### src/hw/rtl/fdcrc_pkg.sv
`timescale 1ns / 1ps
// ----------------------------------------------------------------------------
// fdcrc_pkg
// Shared constants and types for the length-prefixed frame decoder.
// ----------------------------------------------------------------------------
package fdcrc_pkg;

  // CRC-16/CCITT-FALSE
  localparam logic [15:0] CRC_INIT = 16'hFFFF;
  localparam logic [15:0] CRC_POLY = 16'h1021;

  // frame geometry
  localparam int unsigned MAX_PAYLOAD    = 256;  // largest accepted length field
  localparam int unsigned HEADER_BYTES   = 5;    // start, length, number
  localparam int unsigned OVERHEAD_BYTES = 7;    // header plus CRC
  localparam int unsigned COUNT_W        = 9;    // saturating byte counter

  // result kinds
  localparam logic KIND_PAYLOAD = 1'b0;
  localparam logic KIND_VERDICT = 1'b1;

  typedef enum logic [2:0] {
    ST_OK        = 3'd0,
    ST_SHORT     = 3'd1,
    ST_BAD_START = 3'd2,
    ST_TOO_LONG  = 3'd3,
    ST_SIZE      = 3'd4,
    ST_CRC       = 3'd5
  } status_t;

endpackage

### src/hw/rtl/fdcrc_crc_step.sv
`timescale 1ns / 1ps
// ----------------------------------------------------------------------------
// fdcrc_crc_step
// One-byte CRC-16/CCITT-FALSE update, MSB first, eight bits unrolled.
// ----------------------------------------------------------------------------
module fdcrc_crc_step
  import fdcrc_pkg::*;
(
  input  logic [15:0] crc_in,
  input  logic [7:0]  data,
  output logic [15:0] crc_out
);

  logic [15:0] c;

  always_comb begin
    c = crc_in ^ {data, 8'h00};
    for (int b = 0; b < 8; b++) begin
      if (c[15]) begin
        c = {c[14:0], 1'b0} ^ CRC_POLY;
      end else begin
        c = {c[14:0], 1'b0};
      end
    end
    crc_out = c;
  end

endmodule

### src/hw/rtl/frame_decoder_crc16_check_unit.sv
`timescale 1ns / 1ps
// ----------------------------------------------------------------------------
// frame_decoder_crc16_check_unit
// Length-prefixed frame decoder with CRC-16/CCITT-FALSE check.
// ----------------------------------------------------------------------------
// Usage:
//   Input channel (in_valid/in_ready): one frame byte per transfer, data_byte,
//   with last_byte set on the final byte of the buffered frame.
//   Output channel (out_valid/out_ready): one result per transfer. A payload
//   byte (result_kind 0) carries the byte and its index; the verdict
//   (result_kind 1) carries message number, length field and status.
//   Header, CRC and bad-start or too-long frame bytes give no result.
//   Config channel (cfg_valid/cfg_ready): writes start_byte; always ready.
//   Write it only while no frame is in progress.
// Timing:
//   One byte per cycle while the receiver keeps up. The result of a byte
//   is registered as it is taken. The single output register decouples
//   the sides: a new byte is taken while the held result leaves in the same
//   cycle; in_ready drops only while a result waits on a stalled receiver.
// Reset:
//   rst (synchronous) empties the output register, clears the frame state
//   and sets start_byte to zero. No clearing pass; ready the cycle after.
// ----------------------------------------------------------------------------
module frame_decoder_crc16_check_unit
  import fdcrc_pkg::*;
(
  input  logic        clk,
  input  logic        rst,
  // config write
  input  logic        cfg_valid,
  output logic        cfg_ready,
  input  logic [7:0]  start_byte,
  // byte input
  input  logic        in_valid,
  output logic        in_ready,
  input  logic [7:0]  data_byte,
  input  logic        last_byte,
  // result output
  output logic        out_valid,
  input  logic        out_ready,
  output logic        result_kind,
  output logic [7:0]  payload_byte,
  output logic [7:0]  payload_index,
  output logic [15:0] message_number,
  output logic [15:0] payload_length,
  output logic [2:0]  status
);

  localparam logic [COUNT_W-1:0] COUNT_SAT = '1;
  localparam logic [16:0] MAX_LEN   = 17'(MAX_PAYLOAD);
  localparam logic [16:0] HDR_LEN   = 17'(HEADER_BYTES);
  localparam logic [16:0] OVH_LEN   = 17'(OVERHEAD_BYTES);

  // configuration
  logic [7:0] start_cfg;

  // frame state
  logic [COUNT_W-1:0] byte_count;
  logic               start_seen_ok;
  logic [15:0]        length_field;
  logic [15:0]        number_field;
  logic [15:0]        running_crc;
  logic [15:0]        frame_crc;

  logic [COUNT_W-1:0] byte_count_next;
  logic               start_seen_ok_next;
  logic [15:0]        length_field_next;
  logic [15:0]        number_field_next;
  logic [15:0]        running_crc_next;
  logic [15:0]        frame_crc_next;

  // output register
  status_t status_reg;

  logic        in_xfer;
  logic        counting;
  logic [16:0] pos_w;
  logic [16:0] crc_end;
  logic        past_header;
  logic        in_body;
  logic        emit_payload;
  logic [15:0] crc_stepped;
  status_t     verdict;

  assign cfg_ready = 1'b1;
  assign in_ready  = !out_valid || out_ready;
  assign in_xfer   = in_valid && in_ready;

  fdcrc_crc_step u_crc (
    .crc_in  (running_crc),
    .data    (data_byte),
    .crc_out (crc_stepped)
  );

  // Position decode for the byte at hand. The saturated count freezes all
  // field capture, CRC and payload output.
  always_comb begin
    counting    = (byte_count != COUNT_SAT);
    pos_w       = 17'(byte_count);
    crc_end     = HDR_LEN + 17'(length_field);   // one past the payload
    past_header = (pos_w >= HDR_LEN);
    in_body     = counting && (byte_count != '0) && (pos_w < crc_end);
    emit_payload = counting && past_header && (pos_w < crc_end) &&
                   start_seen_ok && (17'(length_field) <= MAX_LEN);

    start_seen_ok_next = start_seen_ok;
    length_field_next  = length_field;
    number_field_next  = number_field;
    frame_crc_next     = frame_crc;
    running_crc_next   = in_body ? crc_stepped : running_crc;
    byte_count_next    = counting ? byte_count + 1'b1 : byte_count;

    if (counting) begin
      unique case (byte_count)
        COUNT_W'(0): start_seen_ok_next = (data_byte == start_cfg);
        COUNT_W'(1): length_field_next  = {length_field[15:8], data_byte};
        COUNT_W'(2): length_field_next  = {data_byte, length_field[7:0]};
        COUNT_W'(3): number_field_next  = {number_field[15:8], data_byte};
        COUNT_W'(4): number_field_next  = {data_byte, number_field[7:0]};
        default: begin
          if (pos_w == crc_end) begin
            frame_crc_next = {frame_crc[15:8], data_byte};
          end else if (pos_w == crc_end + 17'd1) begin
            frame_crc_next = {data_byte, frame_crc[7:0]};
          end
        end
      endcase
    end

    // Verdict. When the size matches, the closing byte is the CRC high byte,
    // which leaves the running CRC untouched, so the held value is final.
    priority if (17'(byte_count_next) < OVH_LEN) begin
      verdict = ST_SHORT;
    end else if (!start_seen_ok_next) begin
      verdict = ST_BAD_START;
    end else if (17'(length_field_next) > MAX_LEN) begin
      verdict = ST_TOO_LONG;
    end else if (17'(byte_count_next) != OVH_LEN + 17'(length_field_next)) begin
      verdict = ST_SIZE;
    end else if (running_crc != frame_crc_next) begin
      verdict = ST_CRC;
    end else begin
      verdict = ST_OK;
    end
  end

  // configuration register
  always_ff @(posedge clk) begin
    if (rst) begin
      start_cfg <= '0;
    end else if (cfg_valid && cfg_ready) begin
      start_cfg <= start_byte;
    end
  end

  // frame state: updated per byte, cleared after the verdict
  always_ff @(posedge clk) begin
    if (rst) begin
      byte_count    <= '0;
      start_seen_ok <= 1'b0;
      length_field  <= '0;
      number_field  <= '0;
      running_crc   <= CRC_INIT;
      frame_crc     <= '0;
    end else if (in_xfer) begin
      if (last_byte) begin
        byte_count    <= '0;
        start_seen_ok <= 1'b0;
        length_field  <= '0;
        number_field  <= '0;
        running_crc   <= CRC_INIT;
        frame_crc     <= '0;
      end else begin
        byte_count    <= byte_count_next;
        start_seen_ok <= start_seen_ok_next;
        length_field  <= length_field_next;
        number_field  <= number_field_next;
        running_crc   <= running_crc_next;
        frame_crc     <= frame_crc_next;
      end
    end
  end

  // output register control
  always_ff @(posedge clk) begin
    if (rst) begin
      out_valid <= 1'b0;
    end else if (in_xfer && (last_byte || emit_payload)) begin
      out_valid <= 1'b1;
    end else if (out_ready) begin
      out_valid <= 1'b0;
    end
  end

  // output payload
  always_ff @(posedge clk) begin
    if (in_xfer && (last_byte || emit_payload)) begin
      message_number <= number_field_next;
      payload_length <= length_field_next;
      if (last_byte) begin
        result_kind   <= KIND_VERDICT;
        payload_byte  <= '0;
        payload_index <= '0;
        status_reg    <= verdict;
      end else begin
        result_kind   <= KIND_PAYLOAD;
        payload_byte  <= data_byte;
        payload_index <= 8'(byte_count - COUNT_W'(HEADER_BYTES));
        status_reg    <= ST_OK;
      end
    end
  end

  assign status = status_reg;

  // --------------------------------------------------------------------------
  // Assertions
  // --------------------------------------------------------------------------
  a_clear_after_last : assert property (@(posedge clk) disable iff (rst)
    in_valid && in_ready && last_byte |=> byte_count == '0 && running_crc == CRC_INIT)
    else $error("frame state not cleared after last byte");

  a_count_moves : assert property (@(posedge clk) disable iff (rst)
    in_valid && in_ready && !last_byte |=> byte_count != '0)
    else $error("byte count did not advance");

  a_payload_status : assert property (@(posedge clk) disable iff (rst)
    out_valid && result_kind == KIND_PAYLOAD |-> status == ST_OK)
    else $error("payload result carries a status");

  a_no_drop : assert property (@(posedge clk) disable iff (rst)
    out_valid && !out_ready |-> !in_ready ##1
      (out_valid && $stable(payload_byte) && $stable(status)))
    else $error("stalled result lost or input taken over it");

endmodule

### config.mk
export PLATFORM = sky130hd
export DESIGN_NAME = frame_decoder_crc16_check_unit
export DESIGN_NICKNAME = d
export VERILOG_FILES = /design/src/hw/rtl/fdcrc_pkg.sv /design/src/hw/rtl/fdcrc_crc_step.sv /design/src/hw/rtl/frame_decoder_crc16_check_unit.sv
export SDC_FILE = /design/constraint.sdc
export NUM_CORES = 1
export LEC_CHECK = 0
export BUFFER_PORTS_ARGS = -buffer_cell sky130_fd_sc_hd__clkbuf_2
export CORE_UTILIZATION = 59
export CTS_CLUSTER_SIZE = 24
export DETAILED_ROUTE_END_ITERATION = 6
export GPL_TIMING_DRIVEN = 0
export PLACE_DENSITY = 0.79
export SLEW_MARGIN = 0
export SYNTH_ARGS = -nofsm -noshare
export SYNTH_HDL_FRONTEND = slang
export SYNTH_SLANG_ARGS = --single-unit
### constraint.sdc
create_clock -name clk -period 11.2 [get_ports clk]
set_input_delay 2.24 -clock clk [delete_from_list [all_inputs] [get_ports clk]]
set_output_delay 2.24 -clock clk [all_outputs]
set_load 0.02 [all_outputs]
==> summary.md <==
| Metric | Value |
|---|---|
| RD Place Congestion | 0.946 |
| Met2 GRT Util | 54.5% |
| R2R Path End | message_number[10] |
| CTS tree | done |
| Antenna cells | 0 |
| Design area | 9560 um^2 |
| Status | completed |
| GR peak layer | met2 |
| Area Growth Syn to Fin | 14.0% |
| Starting Density | 60.4% |
| Final Max Tran Viols | 0 |
| WP data required | 11.50 ns |
| Hold Path Class | reg -> reg |
| Max stage delay cell, worst path | clkbuf_1 |
| CP Cell Sequence | clkbuf_2 -> clkbuf_1 -> a22o_1 -> inv_1 -> ha_1 -> inv_1 -> a221o_1 -> nand4_2 -> nor4bb_1 -> and3_4 -> o21ai_0 -> o211ai_2 -> nand3_1 -> nor4b_2 -> a21o_1 |
| Initial antenna violation count | 0 |
| Clk_skew | 0.0101 ns |
| Post-Synth Adder-Cell Area | 2.69% |
| # hold bufs at CTS | 0 |
| Hold Vio Cnt, Final | 0 |
| Die Footprint | 14700 um^2 |
| Hold path start | number_field[13] |
| Total congestion overflow | 0 |
| #FFs+latches synth | 135 |
| Cells after Synth | 940 |
| Crit path depth | 15 |
| Gr usage total | 34.6% |
| Ys async rst share | 0% |
| Multi-input logic area | 4760 um^2 |
| Util after Layout | 68.9% |
| Total power | 1.22 mW |
| Post-placement cell count | 1188 |
| CTS Buffer Depth | 2 |
| Sequential-to-total area share from yosys stat | 38.4% |
| Die H | 121 um |
| Critical path fanouts, max | 10 |
| Pleak | 3.49 nW |
| Max-slew headroom | 16.5% |
| Crit end category | flip-flop |
| Post_cts resized | 0 |
| DR vias/cell | 6.56 |
| Setup ws final | 5.89 ns |
| Worst Path Buf+Inv | 4 |
| Syn Area/Cell | 8.92 um^2 |
| Met1 Use GR | 44.4% |
| Post-Synth Simple-Gate Area | 21.0% |
| Max incr delay on CP | 0.60 ns |
| Syn nets | 980 |
| WHS | 0.509 ns |
| Wire per inst | 20.4 um |
| RSZ-0062 raised after global routing | false |
| Max Cap Viol | 0 |
| Placeable core area | 13900 um^2 |
| Mux share of post-synthesis cell area | 4.64% |
| Clock sinks | 135 |
| Clock buffer count from CTS | 17 |
| Kind of critical path | in -> reg |
| Clk pin slew, worst setup/hold paths | 0.06 ns |
| Period minus WS final | 5.31 ns |
| Period utilization | 47.4% |
| FF-to-FF setup slack | 6.32 ns |
| Netlist Area Pre-Place | 8390 um^2 |
| Netlist cell types | 73 |
| Slew @ Worst Pin | 1.25 ns |
| H-Tree Depth | 4 |
| Ys flop type | dfxtp_1 |
| Crit path top cell by count | inv_1 |
| Number of global-route vias before repair | 7325 |
| Compound-Gate Fraction of Synth Area | 18.3% |
| Storage element area | 3220 um^2 |
| DP Wirelength | 17400 um |
| Root Driver | clkbuf_16 |
| WP data arrival | 5.62 ns |
| Final wirelength | 24900 um |
| Largest cells by area after synthesis | dfxtp_1, edfxtp_1, xnor2_1 |
| Worst hold path cell count | 2 |
| Synth cell count leaders | nor2_1, dfxtp_1, xnor2_1 |
| Antenna Nets Post-Route | 0 |
| I/O Buffers | 67 |
| R2R cell count | 17 |
| First-pass GRT wire length | 39000 um |
| Most numerous cell in the Yosys netlist | nor2_1 |
| Initial DRC count | 1100 |
| Synth top area share | 19.8% |
| Fillers | 1094 |
| Setup crit start kind | input port |
| Placed Area | 8980 um^2 |
| DR vias | 8006 |
| Row count | 43 |
| Horiz. Die Dim | 121 um |
| Met3 Usage GRT | 6.58% |
| VDD IR max | 0.0991 mV |
| Post-synth top area cell | dfxtp_1 |
| Setup TNS | 0 ns |
| Number of flops mapped to enable cells by yosys | 52 |
| CP delay by family, top | simple AND/OR/NAND/NOR gates |
| Main combinational cell family by area after synthesis | simple AND/OR/NAND/NOR gates |
| Finished Layout Cells | 1220 |
| Yosys warns | 0 |
| Final #Nets | 1067 |
| IO Count | 77 |
| Synth Area in XOR/XNOR | 9.92% |
| Largest net degree at the start of global routing | 29 |
| Fmax | 0.188 GHz |
| Share of layout cells above drive strength 1 | 14.9% |
| Reg-to-reg critical path startpoint | length_field[1] |
| Final setup fails | 0 |
| Postcts setup bufs | 0 |
| TritonRoute pass-1 iters | 7 |
| Post-route DRC | 0 |
| Pwr dens | 127 nW/um^2 |
| Pre-CTS WS | 5.59 ns |
| Clk Latency, worst-skew pair | 0.43 ns |
| Worst hold endpoint | number_field[13] |
## logic make-up (layout without fill, tap and decap cells)
kind of cell	count (synthesis)	in the layout
mux	37	37
other cells	1	1
compound gates	213	213
xor+xnor	95	95
fa+ha+maj	18	18
simple gates	340	340
flops	135	135
buf+inv	101	201
## layout make-up
| cell class | count | area share [%] |
|---|---|---|
| well taps | 180 | 2.36 |
| multi-input cells | 704 | 49.8 |
| repair buffers | 68 | 3.72 |
| flip-flops and latches | 135 | 33.7 |
| clock buffers | 19 | 4.53 |
| clock inverters | 13 | 1.56 |
| inverters | 19 | 0.746 |
| plain buffers | 82 | 3.63 |
## worst max path at each step
stage / slack [ns] / start / endpoint
after floorplan: 5.09 / out_ready / message_number[0]
after global placement: 3.60 / length_field[1] / payload_length[8]
after detailed placement: 5.59 / data_byte[0] / status[0]
after CTS: 6.00 / data_byte[0] / status[0]
after global routing: 5.73 / data_byte[0] / status[0]
final: 5.89 / data_byte[0] / status[0]
## report_power, final
part           internal, mW  switching (mW)  total (mW)
Sequential            0.522         0.00672       0.529
Combinational        0.0398          0.0860       0.126
Clock                 0.331           0.231       0.563
## worst reg2reg max path, cell delays in order (launching register included)
cell and delay (ns):
dfxtp_1 0.41, clkbuf_1 0.38, inv_1 0.09, ha_1 0.39
inv_1 0.06, ha_1 0.28, nor2b_1 0.13, o21a_1 0.16
o21a_1 0.16, o21a_1 0.16, o21a_1 0.17, o21a_1 0.17
o21a_1 0.16, o21ai_0 0.13, a211oi_1 0.27, nand3b_1 0.34
a21oi_4 0.81, buf_12 0.29
## metal layers
layer  vias to the layer above  part of all wire, %
li1                       3622                    -
met1                      3793                   40
met2                       483                   46
met3                       108                  9.3
met4                         0                  4.7
met5                         -                    0
## cells in the final DEF, fill, tap and decap left out, types with 23 or more instances in the layout
master / synthesis / final
edfxtp_1: 52 / 52
a21oi_1: 35 / 34
nand2_1: 59 / 59
nand4_1: 23 / 23
a22oi_1: 54 / 54
xnor2_1: 60 / 60
nor3_1: 42 / 42
clkbuf_1: 56 / 58
nor2_1: 97 / 97
dfxtp_1: 83 / 83
xor2_1: 35 / 35
clkbuf_2: 0 / 67
Note: power is estimated with default switching activity, not from simulation.
